`src/rtl/lzss_stream_decoder_defines.svh`:
```
// Assertion macros used by the top-level decoder RTL.
`ifndef LZSS_STREAM_DECODER_DEFINES_SVH
`define LZSS_STREAM_DECODER_DEFINES_SVH

// Consequent checked in the same cycle as the antecedent.
`define LZSS_ASSERT_SAME(label, clk, rst, ante, cons, msg) \
   label: assert property (@(posedge clk) disable iff (rst) (ante) |-> (cons)) \
      else $error(msg);

// Consequent checked in the cycle after the antecedent.
`define LZSS_ASSERT_NEXT(label, clk, rst, ante, cons, msg) \
   label: assert property (@(posedge clk) disable iff (rst) (ante) |=> (cons)) \
      else $error(msg);

`endif

```
`src/rtl/lzss_fifo.sv`:
```
module lzss_fifo #(
   parameter int DATA_WIDTH = 8,
   parameter int DEPTH      = 4
) (
   input  logic                  clock,
   input  logic                  reset,
   input  logic                  push,
   input  logic [DATA_WIDTH-1:0] wr_data,
   output logic                  full,
   input  logic                  pop,
   output logic                  empty,
   output logic [DATA_WIDTH-1:0] rd_data
);

   localparam int PTR_W = (DEPTH > 1) ? $clog2(DEPTH) : 1;
   localparam int CNT_W = $clog2(DEPTH + 1);

   logic [DATA_WIDTH-1:0] mem_ff [DEPTH];
   logic [PTR_W-1:0]      wr_ptr_ff, wr_ptr_in;
   logic [PTR_W-1:0]      rd_ptr_ff, rd_ptr_in;
   logic [CNT_W-1:0]      cnt_ff, cnt_in;
   logic                  do_push, do_pop;

   assign full    = (cnt_ff == CNT_W'(DEPTH));
   assign empty   = (cnt_ff == '0);
   assign do_push = push && !full;
   assign do_pop  = pop && !empty;
   assign rd_data = mem_ff[rd_ptr_ff];

   always_comb begin
      wr_ptr_in = wr_ptr_ff;
      rd_ptr_in = rd_ptr_ff;
      cnt_in    = cnt_ff;
      if (do_push) begin
         wr_ptr_in = (wr_ptr_ff == PTR_W'(DEPTH - 1)) ? '0 : wr_ptr_ff + PTR_W'(1);
      end
      if (do_pop) begin
         rd_ptr_in = (rd_ptr_ff == PTR_W'(DEPTH - 1)) ? '0 : rd_ptr_ff + PTR_W'(1);
      end
      if (do_push && !do_pop) begin
         cnt_in = cnt_ff + CNT_W'(1);
      end else if (do_pop && !do_push) begin
         cnt_in = cnt_ff - CNT_W'(1);
      end
   end

   always_ff @(posedge clock) begin
      if (reset) begin
         wr_ptr_ff <= '0;
         rd_ptr_ff <= '0;
         cnt_ff    <= '0;
      end else begin
         wr_ptr_ff <= wr_ptr_in;
         rd_ptr_ff <= rd_ptr_in;
         cnt_ff    <= cnt_in;
      end
   end

   always_ff @(posedge clock) begin
      if (do_push) begin
         mem_ff[wr_ptr_ff] <= wr_data;
      end
   end

endmodule

```
`config.mk`:
```
export PLATFORM = sky130hd
export DESIGN_NAME = lzss_fifo
export DESIGN_NICKNAME = d
export VERILOG_FILES = /design/src/rtl/lzss_stream_decoder_defines.svh /design/src/rtl/lzss_fifo.sv
export SDC_FILE = /design/constraint.sdc
export NUM_CORES = 1
export LEC_CHECK = 0
export ABC_AREA = 1
export BUFFER_PORTS_ARGS = -buffer_cell sky130_fd_sc_hd__buf_2
export CAP_MARGIN = 40
export CORE_MARGIN = 1.5
export CORE_UTILIZATION = 55
export CTS_BUF_LIST = sky130_fd_sc_hd__clkbuf_2 sky130_fd_sc_hd__clkbuf_4 sky130_fd_sc_hd__clkbuf_8
export DETAILED_ROUTE_END_ITERATION = 8
export GPL_TIMING_DRIVEN = 0
export PLACE_DENSITY = 0.77
export SETUP_SLACK_MARGIN = 0.5
export SKIP_CTS_REPAIR_TIMING = 1
export SLEW_MARGIN = 20
export SYNTH_ARGS = -nofsm -noshare
export SYNTH_HDL_FRONTEND = slang
export SYNTH_SLANG_ARGS = --single-unit
```
`constraint.sdc`:
```
create_clock -name clock -period 2 [get_ports clock]
set_clock_uncertainty 0.1 [all_clocks]
set_input_delay 0.3 -clock clock [delete_from_list [all_inputs] [get_ports clock]]
set_output_delay 0.3 -clock clock [all_outputs]
set_load 0.005 [all_outputs]
```
* Word-level counts from Yosys, hierarchy flattened *
Memories as Yosys holds them, arrays and structs flattened. A register that Yosys moved wholly into a read port is not among the register bits.
Index checks and enable logic that the tools add are counted.

storage, ports and cells
  flip-flop bits (word level) = 7
  memories kept = 1
  RAM bits = 32
  input port bits = 12
  output and inout bits = 10
  logic and storage cells = 29

cells by class
  eq/ne operators = 3
  mux-type cells = 8
  reduce and logical (&&, ||, !) cells = 10
  add/sub/neg operators = 4

memory list
  memory  words  width  read ports  clocked after Yosys merged registers in  write ports  RTL line         source
  mem_ff  4      8      1           1                                        1            lzss_fifo.sv:18  logic [DATA_WIDTH-1:0] mem_ff [DEPTH];

operators with widths
  cell                                                                 number
  2-bit 2-to-1 mux                                                     4
  3-bit 2-to-1 mux                                                     2
  2-bit by 1-bit adder with 2-bit output (second input constant)       2
  2-bit == test (second input constant)                                2
  1-bit logical AND                                                    4
  1-bit logical NOT                                                    4
  3-bit by 1-bit adder with 3-bit output (second input constant)       1
  3-bit == test (second input constant)                                1
  3-bit logical NOT                                                    1
  3-bit by 1-bit subtractor with 3-bit output (second input constant)  1
  1-bit 2-to-1 mux                                                     2
  2-bit nonzero test                                                   1

* Longest topological paths before layout *
Gate-level depths: netlist of the first run.

  depth in word-level cells = 7
  mapped depth = 13
  gate-level depth less buffers = 13

* Worst setup path after synthesis of the first run *
No wires, ideal clock.

  path type = reg2reg
  start = reg cnt_ff[1]
  end = reg cnt_ff[1]
  arrival = 1.574 ns
  clock period less this slack = 1.790 ns
  path slack = 0.210 ns
  path buffers = 0
  setup time = 0.116 ns
  cell stages (with the launch flop) = 10
  required time = 1.784 ns
  cell sequence = dfxtp_1 nor2_1 nand2_1 nand2_2 inv_1 ha_1 inv_1 fa_1 o21ai_0 nor2_1

on the way
  elaborated cells between the ends (all ways) = 15
  classes of those cells = add/sub (2); eq/ne (1); mux (2); reduce/logical (10)

RTL lines
  item                    RTL line         source
  start, declared         lzss_fifo.sv:21  logic [CNT_W-1:0] cnt_ff, cnt_in;
  start signal, assigned  lzss_fifo.sv:55  cnt_ff <= cnt_in;
  3-bit == test           lzss_fifo.sv:24  assign full = (cnt_ff == CNT_W'(DEPTH));
  1-bit logical NOT       lzss_fifo.sv:26  assign do_push = push && !full;
  1-bit logical AND       lzss_fifo.sv:26
  via do_push             lzss_fifo.sv:22  logic do_push, do_pop;
  1-bit logical AND       lzss_fifo.sv:40  if (do_push && !do_pop) begin
  3-bit 2-to-1 mux        lzss_fifo.sv:40
  via cnt_in[1]           lzss_fifo.sv:21

The timed path passes the listed nets, and every way through them passes these cells. The select of a mux whose other input is x is not followed.
A chain may end at the register's enable or synchronous reset.

* Worst setup path in the final report of the first run *
Same ends and word-level chain as after synthesis.

==> results of run 1 <==
## routing by layer
| metal | global-route usage (%) | routed length, um |
|---|---|---|
| met2 | 35.2 | 1850 |
| met1 | 25.6 | 1480 |
| met4 | 8.97 | 80 |
| met3 | 7.25 | 283 |
| met5 | 0 | 0 |
## how the worst max path moves through the flow
stage,start,endpoint,slack (ns),cells past startpoint
final,cnt_ff[1],cnt_ff[1],0.11,9
after global routing,cnt_ff[1],cnt_ff[1],0.04,9
after CTS,flip-flop,rd_data[0],0.04,5
after detailed placement,cnt_ff[0],cnt_ff[2],0.17,12
after global placement,cnt_ff[0],cnt_ff[1],0.26,9
after floorplan,cnt_ff[0],cnt_ff[1],0.33,9
## through the flow
stage,instance area (um^2),std cells,setup slack (ns)
finish,2230,222,0.106
global route,2230,222,0.0419
CTS,1950,207,0.0395
detailed placement,1880,199,0.174
global placement,1880,199,0.263
floorplan,1740,147,0.328
## where the power goes
group	internal (mW)	switching (mW)	total, mW
Clock	0.204	0.264	0.468
Combinational	0.585	0.635	1.22
Sequential	1.08	0.124	1.20
Total	1.87	1.02	2.89
## cells in the final DEF, fill, tap and decap left out, drive strengths merged, types with 2 or more instances in the layout
master / Yosys / final
inv: 18 / 17
dfxtp: 9 / 9
a21oi: 2 / 2
clkbuf: 0 / 8
edfxtp: 32 / 32
o22ai: 8 / 8
buf: 2 / 36
nand3b: 2 / 2
o21ai: 17 / 17
nand2: 14 / 14
ha: 6 / 6
nor2: 33 / 33
## registers in the layout, indices dropped and copies added (netlist names), named ones only
name	flops
wr_ptr_ff	2
rd_ptr_ff	2
mem_ff	32
cnt_ff	3
## cells by family after synthesis
group	after synthesis	synth area share (%)
simple gates	51	12.1
flops	41	67.3
compound gates	27	9.22
buf+inv	20	5.31
fa+ha+maj	7	5.60
xor+xnor	1	0.516
## layout make-up
| cell class | instances | area (um^2) |
|---|---|---|
| buffer | 2 | 30.0 |
| clock buffer | 7 | 65.1 |
| clock inverter | 1 | 5.00 |
| fill | 171 | 624 |
| inverter | 18 | 83.8 |
| multi-input combinational | 86 | 603 |
| sequential | 41 | 1160 |
| tap | 31 | 38.8 |
| timing repair buffer | 36 | 245 |
==> results.md, run 1 <==
* Outcome: completed
* RSZ-0062 raised after global routing: true
* # nets final at 209
* Worst reg-to-reg path cell count at 9
* Worst Path Arrival at 2.04 ns
* Synthesized Nets at ~170
* Worst vdd ir at ~0.82 mV
* Antenna viol nets, final at 0
* Synth top area share at a little under three fifths
* Placer Congestion at approximately 0.7
* P&R area growth vs syn at 31.3%
* Max Root-Sink Buffers at 2
* Starting DRT DRC Count at roughly 70
* Ys flop type: edfxtp_1
* Die W at just under 60 um
* CTS root buf: clkbuf_4
* Sequential area share after synthesis at about two thirds
* Rows at 19
* Worst hold-check path type: input port to flip-flop
* First-pass iteration count of the detailed router at 4
* Critical path buffers and inverters at 2
* Yosys top cell by area: edfxtp_1
* Flop-to-flop setup slack at approximately 0.11 ns
* Die Y at 58.5 um
* Yosys reg bits at 41
* Max_slew headroom at 46.5%
* Cell family with most CP delay: adder cells
* Max-capacitance violation count at 0
* Reg2Reg Capture Point: cnt_ff[1]
* Worst-path clk slew at 0.12 ns
* Top-count cell post-synth: nor2_1
* Max Slew Vio Count at 0
* First-pass GRT wire length at about 5200 um
* Synthesized area per cell at 11.5 um^2
* Core Util, Final at between 70% and 80%
* Slew of the pin with the lowest slew margin at between 0.7 and 0.8 ns
* Diodes inserted at 0
* CTS tree: yes
* Share of cells above drive strength 1 at about 44%
* Vias in the first global route at roughly 1200
* Pwr dens at 1300 mW/mm^2
* Synth warn at 0
* IO Count at 22
* Initial antenna violation count at 0
* Min Clock Period, post-route at about 1.9 ns
* Cells after Synth at 147
* Hold_sp: wr_data[4]
* Synth async-reset ratio at 0%
* Die Area at ~0.0034 mm^2
* Pin count of the biggest net entering global routing at 13
* Mapped Area at between 0.0015 and 0.002 mm^2
* Critical path type: flip-flop to flip-flop
* Initial Util at 59.5%
* RR Startpoint: cnt_ff[1]
* CP Max Fanout at 6
* Distinct cells, synth at 19
* Gr ovfl total at 0
* Routed wire length at roughly 3700 um
* Input/output buffers at 21
* Endpoint, Worst Hold: mem_ff[3][4]
* CTS buffer count at 5
* Routed WL per cell at roughly 17 um
* Clk_lat worst skew at ~0.35 ns
* Synth area leaders: edfxtp_1 57%, dfxtp_1 11%, nor2_1 7.3%, ha_1 4.4%, o21ai_0 3.8%
* H-tree levels at 2
* Critical Path Slowest Stage Cell: fa_2
* Fin crit share at between 90% and 100%
* Final hold vios at 0
* Critical path, cell by cell: nor2_4 -> nand2_4 -> nand2_4 -> inv_4 -> ha_4 -> inv_4 -> fa_2 -> o21ai_1 -> nor2_1
* FMAX at ~530 MHz
* Post-DP HPWL at about 2200 um
* Final setup fails at 0
* CP max stage delay at between 0.4 and 0.5 ns
* Setup TNS at 0 ns
* Pleak at 0.905 nW
* Avg Vias per Cell at 5.53
* Hold path depth at 1
* Core area at around 0.0029 mm^2
* Worst hold slack at just under 0.06 ns
* CTS sink count at a little over 40
* Total power at a little under 3 mW
* GR Util All Layers at roughly a fifth
* Crit path capture type: flip-flop
* Number of synthesized flops with an enable pin at 32
* CP required at 2.14 ns
* # DRC at 0
* Worst Setup Start Kind: flip-flop
* Vias at about 1200
* Synth cell count leaders: 33 x nor2_1, 32 x edfxtp_1, 17 x inv_1, 13 x nand2_1, 13 x o21ai_0
Power figures use the tool's default switching activity.
==> run 2, diff against run 1 <==
==> constraint.sdc (replaced) <==
create_clock -name clock -period 2 [get_ports clock]
set_clock_uncertainty 0.1 [all_clocks]
set_input_delay 0 -clock clock [delete_from_list [all_inputs] [get_ports clock]]
set_output_delay 0 -clock clock [all_outputs]
set_load 0.005 [all_outputs]
==> run 2 against run 1 <==
Net effect:
- final area fell by 0.84%
- combinational power shrank 11%
- maximum frequency rose by 0.74%
- first-iteration DRC count decreased by 14%
- power decreased by 5.0%
- worst hold slack worse by 0.20 ns
- via count is 1.1% higher
- critical path depth stayed put
- the flow now finishes with violations (hold timing)
- non-clock buffer count up 5
- clock-buffer cell count unchanged
==> results.md, run 2 (synthesized netlist as in run 1, its figures left out) <==
* Pwr dens at about 1200 mW/mm^2
* Filler cell count at 177
* Die Y at roughly 59 um
* Setup TNS at 0 ns
* Slew of the pin with the lowest slew margin at between 0.8 and 0.9 ns
* Routed WL per cell at 16.1 um
* Crit path capture type: flip-flop
* H-tree levels at 2
* Gr ovfl total at 0
* First-pass iteration count of the detailed router at 4
* FMAX at about 530 MHz
* Vias in the first global route at between 1000 and 1500
* Routed wire length at about 3700 um
* Max reg flops at 32
* Commonest non-fill, non-tap cell in the layout: edfxtp_1
* Sequential power share at 43.4%
* Placer Congestion at just over 0.7
* First-pass GRT wire length at 5180 um
* GR Util All Layers at between 20% and 30%
* Input/output buffers at 21
* Worst Path Arrival at about 2.0 ns
* Vias at around 1200
* IO Count at 22
* Critical path, cell by cell: nor2_4 -> nand2_4 -> nand2_4 -> inv_4 -> ha_4 -> inv_4 -> fa_2 -> o21ai_1 -> nor2_1
* Largest Register: mem_ff
* # DRC at 0
* Fin crit share at about 94%
* CTS sink count at between 40 and 50
* Worst hold-check path type: input port to flip-flop
* Max Slew Vio Count at 0
* Pin count of the biggest net entering global routing at 13
* P&R area growth vs syn at 30.2%
* Max_slew headroom at 45.2%
* Most frequent cells in the layout: 32 x edfxtp_1, 30 x nor2_1, 21 x buf_2
* Initial Util at roughly 59%
* # nets final at roughly 210
* Critical path type: flip-flop to flip-flop
* CP required at between 2 and 2.5 ns
* Avg Vias per Cell at approximately 5.5
* Starting DRT DRC Count at between 50 and 60
* Violated checks: hold timing
* Worst-path clk slew at roughly 0.11 ns
* Switching Share at a little over a third
* Worst Setup Start Kind: flip-flop
* Final hold vios at 2
* Largest registers: mem_ff: 32 flops, cnt_ff: 3 flops
* Min Clock Period, post-route at between 1.5 and 2 ns
* Antenna viol nets, final at 0
* Clk_lat worst skew at approximately 0.36 ns
* Share of cells above drive strength 1 at 32.1%
* CP max stage delay at 0.43 ns
* Post-DP HPWL at between 2000 and 2500 um
* Rows at 19
* DP Area at 0.00188 mm^2
* Worst slack, placed at 0.174 ns
* P_sw at 0.958 mW
* Fin area at 0.00221 mm^2
* Initial antenna violation count at 0
* CTS tree: yes
* Die W at between 50 and 60 um
* Worst vdd ir at ~0.84 mV
* Core area at between 0.002 and 0.003 mm^2
* CTS buffer count at 5
* Die Area at approximately 0.0034 mm^2
* Max Root-Sink Buffers at 2
* Critical Path Slowest Stage Cell: fa_2
* Outcome: finished with violations
* Clk pwr share at between 10% and 20%
* CTS root buf: clkbuf_4
* Max-capacitance violation count at 0
* Int Pwr at approximately 1.8 mW
* Pleak at roughly 0.9 nW
* Gate power share at between 30 and 40%
* RSZ-0062 raised after global routing: true
* Diodes inserted at 0
* Final WS setup at around 0.12 ns
* Worst hold slack at -0.140 ns
* CP Max Fanout at 6
* Final setup fails at 0
## run 2: area by class of cell
class	count	area (um^2)	area share, %
tap	31	38.8	1.76
sequential	41	1160	52.3
timing repair buffer	41	298	13.5
inverter	18	83.8	3.79
buffer	2	30.0	1.36
clock buffer	7	65.1	2.94
multi-input combinational	86	533	24.1
clock inverter	1	5.00	0.227
## run 2: worst paths after layout
kind           startpoint      endpoint  slack, ns  cells after the start
max             cnt_ff[1]     cnt_ff[1]       0.12                      9
min reg2reg  rd_ptr_ff[0]     flip-flop       0.45                      4
max reg2reg     cnt_ff[1]     cnt_ff[1]       0.12                      9
min                  push  wr_ptr_ff[1]      -0.14                      3
## run 2: critical path: cells and delay by family, from the launching register on
| family | cells | cell delay, ns |
|---|---|---|
| flip-flops | 1 | 0.38 |
| adder cells (fa/ha/maj) | 2 | 0.59 |
| buffers and inverters | 2 | 0.09 |
| AO/OA/AOI/OAI | 1 | 0.17 |
| AND/OR/NAND/NOR | 4 | 0.45 |
## run 2: per-layer routing
layer	vias up	share of wire [%]	global-route usage [%]
li1	598	-	-
met4	0	1.4	8.97
met5	-	0	0
met1	601	42	25.6
met3	5	4.6	7.25
met2	37	52	35.2
## run 2: through the flow
stage / std cells / total power [mW] / util [%] / hold WS [ns]
after global routing: 227 / 2.90 / 77.5 / -0.134
after detailed placement: 199 / 2.00 / 65.9 / 0.0686
final: 227 / 2.74 / 77.5 / -0.140
after CTS: 207 / 2.46 / 68.4 / -0.318
after global placement: 199 / 1.95 / 65.9 / 0.0626
after floorplan: 147 / 1.71 / - / -0.0373
## run 2: power by group through the flow
| stage | logic [mW] | registers (mW) | clock network [mW] |
|---|---|---|---|
| final | 1.08 | 1.19 | 0.472 |
| after global routing | 1.20 | 1.20 | 0.502 |
| after CTS | 0.814 | 1.17 | 0.471 |
| after detailed placement | 0.805 | 1.19 | 0 |
| after global placement | 0.765 | 1.18 | 0 |
| after floorplan | 0.557 | 1.16 | 0 |
