==> config.mk <==
export PLATFORM = sky130hd
export DESIGN_NAME = lzss_front
export DESIGN_NICKNAME = d
export VERILOG_FILES = /design/src/rtl/lzss_stream_decoder_defines.svh /design/src/rtl/lzss_pkg.sv /design/src/rtl/lzss_front.sv
export SDC_FILE = /design/constraint.sdc
export NUM_CORES = 1
export LEC_CHECK = 0
export BUFFER_PORTS_ARGS = -buffer_cell sky130_fd_sc_hd__buf_2
export CORE_MARGIN = 3
export CORE_UTILIZATION = 45
export DETAILED_ROUTE_END_ITERATION = 10
export GPL_ROUTABILITY_DRIVEN = 0
export GPL_TIMING_DRIVEN = 1
export PLACE_DENSITY = 0.74
export SETUP_SLACK_MARGIN = 0.2
export SLEW_MARGIN = 10
export SYNTH_ARGS = -nofsm -noshare
export SYNTH_HDL_FRONTEND = slang
export SYNTH_SLANG_ARGS = --single-unit
==> constraint.sdc <==
create_clock -name clock -period 5.3 [get_ports clock]
set_clock_uncertainty 0.1 [all_clocks]
set_input_delay 0.795 -clock clock [delete_from_list [all_inputs] [get_ports clock]]
set_output_delay 0.795 -clock clock [all_outputs]
set_load 0.01 [all_outputs]
==> src/rtl/lzss_stream_decoder_defines.svh <==
// Assertion macros used by the top-level decoder RTL.
`ifndef LZSS_STREAM_DECODER_DEFINES_SVH
`define LZSS_STREAM_DECODER_DEFINES_SVH

// Consequent checked in the same cycle as the antecedent.
`define LZSS_ASSERT_SAME(label, clk, rst, ante, cons, msg) \
   label: assert property (@(posedge clk) disable iff (rst) (ante) |-> (cons)) \
      else $error(msg);

// Consequent checked in the cycle after the antecedent.
`define LZSS_ASSERT_NEXT(label, clk, rst, ante, cons, msg) \
   label: assert property (@(posedge clk) disable iff (rst) (ante) |=> (cons)) \
      else $error(msg);

`endif

==> src/rtl/lzss_pkg.sv <==
package lzss_pkg;

   localparam int BYTE_W          = 8;
   localparam int TOKEN_W         = 16;
   localparam int STORE_W         = 24;
   localparam int CNT_W           = 5;
   localparam int LIT_BITS        = 9;
   localparam int MATCH_BITS      = 17;
   localparam int LENGTH_BITS     = 3;
   localparam int LEN_W           = 4;
   localparam int HIST_DEPTH      = 8192;
   localparam int ADDR_W          = 13;
   localparam int DIST_W          = 14;
   localparam int WINDOW_SIZE_DEF = 8192;
   localparam int MIN_MATCH_DEF   = 3;
   localparam int CMD_DEPTH_DEF   = 4;
   localparam int RSP_DEPTH_DEF   = 4;

   typedef enum logic [1:0] {
      CMD_NONE,
      CMD_LIT,
      CMD_MATCH
   } lzss_kind_type;

   typedef struct packed {
      lzss_kind_type        kind;
      logic [TOKEN_W-1:0]   payload;
      logic                 stream_end;
   } lzss_cmd_type;

   typedef enum logic [1:0] {
      ST_IDLE,
      ST_PRIME,
      ST_COPY
   } lzss_state_type;

endpackage

==> src/rtl/lzss_front.sv <==
module lzss_front (
   input  logic                        clock,
   input  logic                        reset,
   input  logic                        push,
   output logic                        full,
   input  logic [lzss_pkg::BYTE_W-1:0] in_byte,
   input  logic                        in_last,
   input  logic                        cmd_full,
   output logic                        cmd_push,
   output lzss_pkg::lzss_cmd_type      cmd
);

   import lzss_pkg::*;

   logic [STORE_W-1:0] store_ff, store_in;
   logic [CNT_W-1:0]   count_ff, count_in;
   logic [STORE_W-1:0] store_cat;
   logic [STORE_W-1:0] shifted;
   logic [CNT_W-1:0]   count_cat;
   logic [CNT_W-1:0]   need;
   logic [CNT_W-1:0]   shamt;
   logic               flag;
   logic               done;
   logic               accept;

   assign full   = cmd_full;
   assign accept = push && !cmd_full;

   always_comb begin
      store_cat = {store_ff[STORE_W-BYTE_W-1:0], in_byte};
      count_cat = count_ff + CNT_W'(BYTE_W);
      flag      = store_cat[count_cat - CNT_W'(1)];
      need      = flag ? CNT_W'(MATCH_BITS) : CNT_W'(LIT_BITS);
      done      = (count_cat >= need);
      shamt     = count_cat - need;
      shifted   = store_cat >> shamt;

      cmd.stream_end = in_last;
      if (!done) begin
         cmd.kind    = CMD_NONE;
         cmd.payload = '0;
      end else if (flag) begin
         cmd.kind    = CMD_MATCH;
         cmd.payload = shifted[TOKEN_W-1:0];
      end else begin
         cmd.kind    = CMD_LIT;
         cmd.payload = {{(TOKEN_W-BYTE_W){1'b0}}, shifted[BYTE_W-1:0]};
      end
      cmd_push = accept && (done || in_last);

      store_in = store_ff;
      count_in = count_ff;
      if (accept) begin
         if (in_last) begin
            store_in = '0;
            count_in = '0;
         end else begin
            store_in = store_cat;
            count_in = done ? shamt : count_cat;
         end
      end
   end

   always_ff @(posedge clock) begin
      if (reset) begin
         store_ff <= '0;
         count_ff <= '0;
      end else begin
         store_ff <= store_in;
         count_ff <= count_in;
      end
   end

endmodule

---- Word-level counts from Yosys, hierarchy flattened ----
Index checks and enable logic that the tools add are counted.
Widths: inputs -> output; s select.
word-level totals
  bits in registers ....................... 21
  input port bits ......................... 13
operators by class
  multiplexer cells ....................... 8
  $add $sub $neg .......................... 3
  order comparisons ....................... 2
  shift operators ......................... 1
  reduce and logical (&&, ||, !) cells .... 4
operators by type and width
  cell                 number
  $mux 18              2
  $shr 24x5->16        1
  $mux 16              1
  $mux 5               3
  $lt 5x6->1 const B   1
  $add 5x4->5 const B  1
  $bmux 1 s5           1
  $ge 5x5->1           1
  $sub 5x1->5 const B  1
  $sub 5x5->5          1
  $logic_and 1x1->1    2
  $logic_not 1->1      1
  $logic_or 1x1->1     1
  $mux 1               1

---- Logic depth before layout (Yosys ltp) ----
Gate-level depths: netlist (run 1).
  word-level depth ........................ 9
  mapped depth ............................ 16
  gate-level depth less buffers ........... 13

---- Worst setup path before layout (run 1) ----
OpenSTA, ideal clock, no wires.
  kind .................................... register -> output
  from .................................... register count_ff[0]
  to ...................................... output cmd[6] in the netlist's numbering
  cell stages (with the launch flop) ...... 16
  path buffers ............................ 3
  data required time ...................... 4405 ps
  arrival time ............................ 4320 ps
  setup slack ............................. 85 ps
  cells stage by stage .................... dfxtp_1 > buf_6 > buf_4 > clkinv_1 > ha_1 > buf_2 > mux4_2 > mux2_2 > and4b_1 > or3_4 > ha_1 > o21ai_0 > a22oi_1 > nand3_1 > or3_1 > o21ai_0
RTL lines
  item                      RTL line          RTL
  start: declaration        lzss_front.sv:16  logic [CNT_W-1:0] count_ff, count_in;
  start signal: assignment  lzss_front.sv:70  count_ff <= count_in;
  end: declaration          lzss_front.sv:10  output lzss_pkg::lzss_cmd_type cmd

==> results of run 1 <==
-- metal layers --
metal | share of wire | vias to the layer above | track usage | wire length (um)
met5 | 0 | - | 0 | 0
met4 | 0.017 | 0 | 0.0747 | 105
met3 | 0.049 | 12 | 0.0352 | 304
met2 | 0.48 | 60 | 0.332 | 2990
met1 | 0.45 | 1086 | 0.291 | 2800
li1 | - | 1061 | - | -
-- cell families (layout without fill, tap and decap cells) --
group,count (synthesis),in the layout,share of synthesized area
AOI/OAI and AO/OA,51,51,0.139
xor gates and xnor gates,6,6,0.0230
adders and majority gates,4,4,0.0219
buffers and inverters,31,65,0.0629
DFF,21,21,0.184
muxes,63,63,0.359
and+or+nand+nor,94,94,0.210
-- worst paths after layout --
path | to | startpoint | cells after the start
max | cmd[6] | count_ff[0]$_SDFFE_PP0P_ | 12
min | count_ff[4]$_SDFFE_PP0P_ | count_ff[4]$_SDFFE_PP0P_ | 2
max reg2reg | count_ff[1]$_SDFFE_PP0P_ | count_ff[0]$_SDFFE_PP0P_ | 13
min reg2reg | count_ff[4]$_SDFFE_PP0P_ | count_ff[4]$_SDFFE_PP0P_ | 2
-- worst max-delay path, cell delays in order, from the launching register on --
cell	delay (ns)
dfxtp_1	0.38
buf_8	0.25
mux4_1	0.68
mux2_2	0.31
and4_4	0.20
or3_4	0.40
ha_4	0.33
o21ai_1	0.11
a22oi_2	0.34
nand3_2	0.14
or3_4	0.39
o21ai_1	0.18
buf_2	0.16
-- sequential cells by signal (all words and copies together) (netlist names) --
name,flops
count_ff,5
store_ff,16
-- metrics by stage --
| stage | total power, mW | utilization | instance area (um^2) |
|---|---|---|---|
| floorplan | 0.550 | - | 2340 |
| global placement | 0.663 | 0.534 | 2570 |
| detailed placement | 0.670 | 0.534 | 2570 |
| CTS | 0.795 | 0.554 | 2670 |
| global route | 0.890 | 0.565 | 2720 |
| finish | 0.839 | 0.565 | 2720 |
-- what timing repair did --
item	CTS	global route
resized for setup	2	12
setup endpoints to repair	16	15
setup buffers	5	2
pin swaps	2	2
-- area by class of cell --
cell class | count | area [um^2]
multi-input cells | 218 | 1830
well taps | 67 | 83.8
flip-flops and latches | 21 | 422
fillers | 472 | 2090
repair buffers | 50 | 300
inverters | 11 | 41.3
clock inverters | 1 | 5.00
clock buffers | 3 | 41.3
-- layout by cell type (no fill, tap or decap), drive strengths merged, types with 2 or more instances in the layout --
cell    netlist  routed
o22ai         4       4
buf          10      50
nor3b        16      16
o21ai         7       7
o31ai         2       2
inv          10      11
o32ai         2       2
a21oi        27      27
nand2        16      16
mux4         12      12
a211oi        4       4
or3           4       4
dfxtp        21      21
nand3         5       5
mux2         21      21
mux2i        30      30
xnor2         3       3
ha            4       4
nor2         37      37
clkbuf       10       3
nor3         11      11
xor2          3       3
-- power groups by stage --
stage / registers [mW] / clock network, mW / logic [mW]
after CTS: 0.170 / 0.106 / 0.518
after global routing: 0.172 / 0.116 / 0.602
after detailed placement: 0.174 / 0 / 0.495
after floorplan: 0.172 / 0 / 0.378
final: 0.171 / 0.104 / 0.564
after global placement: 0.174 / 0 / 0.490
==> reports/metrics.yaml, run 1 <==
dp_cells: 360
cts_hold_buf: 0
synth-edff-count: 0
grt_overflow: 0
cts_tree: "yes"
cp.arrival_ns: 4.13
avgViaCountPerCell: 5.98
fin_crit_ns: 5.03
synthToLayoutAreaGrowth_pct: 19.1
ys_ff_latch: 21
yosysMostFrequentCell: "nor2_1"
antenna_cells: 0
cp_max_fo: 27
whs_ns: 0.410
reg2reg_slack_ns: 1.46
syn_avg_cell_area_um2: 8.47
die_area_um2: 5970
clk_pin_slew_ns: 0.08
grt_pass1_wl_um: 10400
p_leak_nw: 1.01
hpwlAfterDp_um: 4630
hold_violations: 0
drtPass1Iterations: 4
synth_top_area_share: 0.184
final-instance-count-excl-fill: 371
synthFlopType: "dfxtp_1"
p_sw_mw: 0.374
clkPwrFrac: 0.125
start_util: 0.475
synth_area_leaders: "dfxtp_1, mux2i_1, mux2_2"
yosysTopAreaCell: "dfxtp_1"
via_count: 2219
htreeDepth: 1
place_ws_ns: 0.219
cts_root_buf: "clkbuf_8"
required_ns: 4.41
port_buffers: 33
tns_ns: 0
grt_max_degree: 41
clk_latency_ns: 0.26
drt_iter0_drc: 183
ys_warn_count: 0
grt_pass1_vias: 2116
ys_async_sr_fraction: 0
netlist_top_cells_count: "nor2_1, mux2i_1, a21oi_1, dfxtp_1, mux2_2"
max-clock-path-buffers: 2
maxCapViolCount: 0
p_seq_frac: 0.204
core.rowCount: 25
ios: 34
antenna_found_initial: 0
drive_gt1_frac: 0.355
layout_setup_ws_ns: 0.270
p_int_mw: 0.466
synth.distinct_cells: 42
clock_sinks: 21
synthCells: 270
setup_violations: 0
worstHoldPathType: "reg2reg"
comb_power_share: 0.672
path_class: "reg2out"
crit_path_start_kind: "register"
cts-buffers-inserted: 3
drv_slew: 0
synthesis.area_um2: 2290
wire_per_inst_um: 16.7
route.detailed.drc: 0
rsz0062_at_grt: "false"
ant_nets: 0
grt_usage: 0.211
drt_wl_total_um: 6210
fp.dieH_um: 77.3
seq_area_frac_synth: 0.184
peakVddDrop_v: 0.000194
status: "completed"
slew_headroom: 0.669
timing.final.crit_share: 0.949
end_kind: "primary output"
coreArea_um2: 4820
tightest_slew_ns: 0.495
die_w_um: 77.3
nets: 322
power_density_nw_per_um2: 308
switching_share: 0.445
syn-num-nets: 287
fmax_mhz: 199
(Power assumes the default switching activity.)
==> run 2, diff against run 1 <==
--- a/config.mk
+++ b/config.mk
@@ -6,12 +6,13 @@
 export NUM_CORES = 1
 export LEC_CHECK = 0
 export BUFFER_PORTS_ARGS = -buffer_cell sky130_fd_sc_hd__buf_2
+export CAP_MARGIN = 20
 export CORE_MARGIN = 3
-export CORE_UTILIZATION = 45
+export CORE_UTILIZATION = 25
 export DETAILED_ROUTE_END_ITERATION = 10
 export GPL_ROUTABILITY_DRIVEN = 0
 export GPL_TIMING_DRIVEN = 1
-export PLACE_DENSITY = 0.74
+export PLACE_DENSITY = 0.49
 export SETUP_SLACK_MARGIN = 0.2
 export SLEW_MARGIN = 10
 export SYNTH_ARGS = -nofsm -noshare
==> run 2 against run 1 <==
Against the previous run: routed wire length grew 12%; worst setup slack improved by 0.024 ns; cell count up 12%; highest routed layer unchanged.
==> reports/metrics.yaml, run 2 (same netlist as run 1, synthesis figures left out) <==
cts_hold_buf: 0  # unchanged
cp.arrival_ns: 4.11  # -0.02 ns
antenna_found_initial: 0  # unchanged
htreeDepth: 1  # unchanged
fmax_mhz: 200  # +0.48%
cp_max_fo: 6  # -78%
top_layer_used: "met4"
dr_wl_met3_um: 344  # +13%
route.detailed.drc: 0  # unchanged
ant_nets: 0  # unchanged
grt_overflow: 0  # unchanged
wl_met2_um: 2960  # -1.0%
rsz0062_at_grt: "true"
grt_usage: 0.134  # -0.0770
crit_top_cell: "ha_4"
fillers: 939  # +99%
tns_ns: 0  # unchanged
slowest_delay_ns: 0.53  # -0.15 ns
slowest_stage: "mux4_2"
drv_slew: 0  # unchanged
ios: 34  # unchanged
tightest_slew_ns: 0.491  # -0.00401 ns
max-clock-path-buffers: 2  # unchanged
grt_pass1_wl_um: 11100  # +6.3%
final-instance-count-excl-fill: 414  # +12%
maxCapViolCount: 0  # unchanged
drt_wl_total_um: 6940  # +12%
power_density_nw_per_um2: 310  # +0.56%
ff2ff_path_depth: 13  # unchanged
status: "completed"
layout_setup_ws_ns: 0.294  # +0.0238 ns
worst-path-stages: 13  # +1
timing.final.crit_share: 0.945  # -0.00450
core.rowCount: 34  # +36%
worstHoldPathType: "reg2reg"
reg_top3: "store_ff x16, count_ff x5"
power.total_mw: 0.868  # +3.4%
coreArea_um2: 8810  # +83%
antenna_cells: 0  # unchanged
avgViaCountPerCell: 5.20  # -13%
wire_per_inst_um: 16.8  # +0.11%
die_area_um2: 10300  # +73%
hpwlAfterDp_um: 5290  # +14%
die_w_um: 102  # +32%
grt_max_degree: 41  # unchanged
place_ws_ns: 0.235  # +0.0155 ns
path_class: "reg2out"
slew_headroom: 0.673  # +0.00430
start_util: 0.260  # -0.215
largest_reg_flops: 16  # unchanged
cts_root_buf: "clkbuf_8"
hold_violations: 0  # unchanged
fp.dieH_um: 102  # +32%
end_kind: "primary output"
drtPass1Iterations: 4  # unchanged
port_buffers: 33  # unchanged
clock_sinks: 21  # unchanged
via_count: 2153  # -3.0%
cts-buffers-inserted: 3  # unchanged
final_cell_mix: "nor2_1, buf_2, mux2i_1"
dp_cells: 403  # +12%
worstPathCellList: "inv_1, ha_4, mux4_2, mux2_2, and4b_1, or3_4, ha_4, o21ai_1, a22oi_2, buf_4, nand2_1, o32ai_1, buf_2"
required_ns: 4.41  # about the same
m1WireLength_um: 3580  # +28%
setup_violations: 0  # unchanged
clk_latency_ns: 0.26  # about the same
cts_tree: "yes"
grt_pass1_vias: 2079  # -1.7%
hold_depth: 2  # unchanged
top_register: "store_ff"
clk_pin_slew_ns: 0.07  # about the same
cpLargestDelayFamily: "multiplexers"
p_leak_nw: 1.02  # +0.64%
crit_path_start_kind: "register"
nets: 324  # +0.62%
worst-path-buf-inv: 3  # +1
synthToLayoutAreaGrowth_pct: 22.4
drt_iter0_drc: 91  # -50%
fin_crit_ns: 5.01  # -0.0238 ns
peakVddDrop_v: 0.000116  # -40%
final_common_cell: "nor2_1"
drive_gt1_frac: 0.366  # +0.0107
## run 2: final cells by class
class / instances / area (um^2) / share of cell area
Clock inverter: 1 / 5.00 / 0.00179
Clock buffer: 3 / 41.3 / 0.0147
Timing Repair Buffer: 52 / 308 / 0.110
Tap cell: 108 / 135 / 0.0483
Sequential cell: 21 / 424 / 0.151
Inverter: 11 / 41.3 / 0.0147
Multi-Input combinational cell: 218 / 1850 / 0.659
## run 2: path summary, 6_finish.rpt
kind	startpoint	endpoint	slack, ns
hold reg to reg	count_ff[4]$_SDFFE_PP0P_	count_ff[4]$_SDFFE_PP0P_	0.40
setup / recovery	count_ff[1]$_SDFFE_PP0P_	cmd[7]	0.29
setup reg to reg	count_ff[1]$_SDFFE_PP0P_	count_ff[4]$_SDFFE_PP0P_	1.48
hold / removal	count_ff[4]$_SDFFE_PP0P_	count_ff[4]$_SDFFE_PP0P_	0.40
## run 2: per-layer routing
metal / up-vias / track usage
met1: 1043 / 0.203
met3: 6 / 0.0207
met4: 0 / 0.0266
met5: - / 0
met2: 44 / 0.201
li1: 1060 / -
## run 2: tightest hold or removal path, delay by kind of cell (launching register included)
| kind | cells | cell delay, ns |
|---|---|---|
| flip-flops | 1 | 0.34 |
| AND/OR/NAND/NOR | 1 | 0.06 |
| AO/OA/AOI/OAI | 1 | 0.05 |
## run 2: per-stage QoR
stage	area, um^2	hold WS [ns]	utilization
floorplan	2340	0.362	-
global placement	2640	0.387	0.300
detailed placement	2640	0.395	0.300
CTS	2720	0.405	0.309
global route	2800	0.437	0.318
finish	2800	0.404	0.318
## run 2: where the power goes
part	switching, mW	internal [mW]
clock	0.0515	0.0523
sequential	0.00756	0.163
combinational	0.332	0.261
## run 2: what timing repair did
action | in CTS | in global routing
pin swaps | 1 | 4
endpoints found under the setup margin | 16 | 16
gates resized for setup | 4 | 12
buffers inserted | 2 | 5
==> run 3, diff against run 2 <==
--- a/config.mk
+++ b/config.mk
@@ -5,14 +5,15 @@
 export SDC_FILE = /design/constraint.sdc
 export NUM_CORES = 1
 export LEC_CHECK = 0
+export ABC_AREA = 1
 export BUFFER_PORTS_ARGS = -buffer_cell sky130_fd_sc_hd__buf_2
 export CAP_MARGIN = 20
 export CORE_MARGIN = 3
-export CORE_UTILIZATION = 25
+export CORE_UTILIZATION = 45
 export DETAILED_ROUTE_END_ITERATION = 10
 export GPL_ROUTABILITY_DRIVEN = 0
 export GPL_TIMING_DRIVEN = 1
-export PLACE_DENSITY = 0.49
+export PLACE_DENSITY = 0.74
 export SETUP_SLACK_MARGIN = 0.2
 export SLEW_MARGIN = 10
 export SYNTH_ARGS = -nofsm -noshare
==> run 3 against run 2 <==
Against the previous run: area after synthesis up 5.7%; sequential cell count unchanged; cell count up 22%; via count up 31%; routed wire length down 0.59%; maximum frequency up 6.3%; sequential share of layout area up 1.3 points; critical path depth up 7; critical path type unchanged; critical endpoint is now cmd[16]; largest cell class unchanged.
==> reports/metrics.yaml, run 3 <==
fp.dieH_um: 79.3  # -22%
required_ns: 4.41  # about the same
grt_usage: 0.224  # +0.0902
worst-path-buf-inv: 6  # +3
fmax_mhz: 212  # +6.3%
via_count: 2818  # +31%
drive_gt1_frac: 0.203  # -0.163
r2r-start: "count_ff[0]$_SDFFE_PP0P_"
hold_violations: 0  # unchanged
wl_met2_um: 3020  # +1.8%
drv_slew: 0  # unchanged
clk_pin_slew_ns: 0.08  # about the same
avgViaCountPerCell: 5.59  # +7.5%
cts.repair.resized: 0  # -4
cp_max_fo: 26  # +20
status: "completed"
ys_warn_count: 0  # unchanged
tightest_slew_ns: 0.805  # +0.314 ns
drtPass1Iterations: 5  # +1
setup_violations: 0  # unchanged
startpoint: "count_ff[0]$_SDFFE_PP0P_"
top_register: "store_ff"
port_buffers: 33  # unchanged
grt_max_degree: 28  # -32%
die_area_um2: 6290  # -39%
yosysMostFrequentCell: "nand2_1"
ios: 34  # unchanged
hold_path_startpoint: "count_ff[1]$_SDFFE_PP0P_"
final_common_cell: "nand2_1"
cts-buffers-inserted: 3  # unchanged
ant_nets: 0  # unchanged
cts_tree: "yes"
grt_pass1_vias: 2505  # +20%
maxCapViolCount: 0  # unchanged
cts_setup_buffers: 0  # -2
synthesis.area_um2: 2420  # +5.7%
hpwlAfterDp_um: 5120  # -3.2%
top_layer_used: "met4"
synth_top_area_share: 0.236  # +0.0521
cts_hold_buf: 0  # unchanged
clk_latency_ns: 0.27  # about the same
grt_pass1_wl_um: 11600  # +5.1%
synthCells: 418  # +55%
slowest_stage: "dfxtp_1"
ys_async_sr_fraction: 0  # unchanged
antenna_found_initial: 0  # unchanged
route.detailed.drc: 0  # unchanged
antenna_cells: 0  # unchanged
htreeDepth: 1  # unchanged
fin_crit_ns: 4.71  # -0.299 ns
worstHoldPathType: "reg2reg"
end_kind: "primary output"
start_util: 0.471  # +0.211
rsz0062_at_grt: "false"
max-clock-path-buffers: 2  # unchanged
timing.final.crit_share: 0.888  # -0.0563
cts_root_buf: "clkbuf_8"
slew_headroom: 0.463  # -0.210
nets: 452  # +40%
wire_per_inst_um: 13.7  # -18%
largest_reg_flops: 16  # unchanged
reg_top3: "store_ff x16, count_ff x5"
yosysTopAreaCell: "nand3_1"
synth_area_leaders: "nand3_1, nand2_1, dfxtp_1"
slowest_delay_ns: 0.44  # -0.09 ns
die_w_um: 79.3  # -22%
synthToLayoutAreaGrowth_pct: 5.59
drt_iter0_drc: 310  # +240%
dr_wl_met3_um: 553  # +61%
cp.arrival_ns: 3.81  # -0.30 ns
synth.distinct_cells: 25  # -40%
worstPathCellList: "inv_8, ha_1, inv_2, nand3_1, nand3_1, nand3_1, nand2_1, nand2_2, nand2_4, inv_2, ha_1, nand2_1, inv_2, nand3_1, nand3_2, nand2_2, inv_2, nand3_1, nor2_2, buf_2"
synthFlopType: "dfxtp_1"
core.rowCount: 26  # -24%
tns_ns: 0  # unchanged
seq_area_frac_synth: 0.174  # -0.00998
crit_top_cell: "nand3_1"
final_cell_mix: "nand2_1, nand3_1, buf_2"
crit_path_start_kind: "register"
clock_sinks: 21  # unchanged
grt_overflow: 0  # unchanged
ys_ff_latch: 21  # unchanged
cpLargestDelayFamily: "simple AND/OR/NAND/NOR gates"
syn-num-nets: 435  # +52%
synth-edff-count: 0  # unchanged
syn_avg_cell_area_um2: 5.79  # -32%
path_class: "reg2out"
netlist_top_cells_count: "nand2_1, nand3_1, a21oi_1, inv_1, dfxtp_1"
coreArea_um2: 5140  # -42%
m1WireLength_um: 3250  # -9.1%
drt_wl_total_um: 6900  # -0.59%
reg2reg_slack_ns: 1.79  # +0.31 ns
==> run 3: cell count changes after synthesis, moves of 10 or more <==
cell     delta
mux2i_1    -30
nor2_2     +10
inv_1      +13
nand2_2    +13
mux2_2     -21
nor3b_1    -16
nand3_2    +10
nand3_1   +109
nor3_1     -10
nand2_1   +132
nor2_1     -34
==> run 3: per-stage QoR <==
| stage | hold slack, ns | setup slack, ns | utilization | cells | cell area (um^2) |
|---|---|---|---|---|---|
| 6_report | 0.399 | 0.593 | 0.497 | 504 | 2550 |
| 5_1_grt | 0.422 | 0.233 | 0.497 | 504 | 2550 |
| 3_3_place_gp | 0.376 | 0.861 | 0.486 | 500 | 2500 |
| 3_5_place_dp | 0.384 | 0.776 | 0.486 | 500 | 2500 |
| 4_1_cts | 0.397 | 0.468 | 0.495 | 504 | 2550 |
| 2_1_floorplan | 0.358 | 1.28 | - | 418 | 2420 |
==> run 3: path summary, 6_finish.rpt <==
check,endpoint,cells after the start
hold reg to reg,count_ff[1]$_SDFFE_PP0P_,2
hold / removal,count_ff[1]$_SDFFE_PP0P_,2
setup reg to reg,count_ff[4]$_SDFFE_PP0P_,18
setup / recovery,cmd[16],20
==> run 3: cell families after synthesis <==
kind of cell	count (synthesis)	share of synthesized area
AOI/OAI and AO/OA	30	0.0662
xor gates and xnor gates	2	0.00724
adders and majority gates	4	0.0207
buffers and inverters	55	0.132
DFF	21	0.174
and+or+nand+nor	306	0.600
==> run 3: area by class of cell <==
| type | count | area [um^2] |
|---|---|---|
| clock buffer | 3 | 41.3 |
| timing repair buffer | 35 | 180 |
| sequential | 21 | 420 |
| tap | 70 | 87.6 |
| clock inverter | 1 | 5.00 |
| multi-input combinational | 342 | 1680 |
| fill | 598 | 2590 |
| inverter | 32 | 135 |
==> run 3: routing by layer <==
metal | GRT usage | vias up
li1 | - | 1403
met1 | 0.324 | 1270
met2 | 0.362 | 129
met3 | 0.0238 | 16
met4 | 0.0412 | 0
met5 | 0 | -
==> run 3: tightest hold or removal path, cell delays in order, from the launching register on <==
cell and delay [ns]:
dfxtp_1 0.34, nand2_1 0.07, a21oi_1 0.05
Power of run 3 is left out: the tool's default activity adds up to more than one toggle a clock period on the data nets, which glitch-free logic cannot reach.
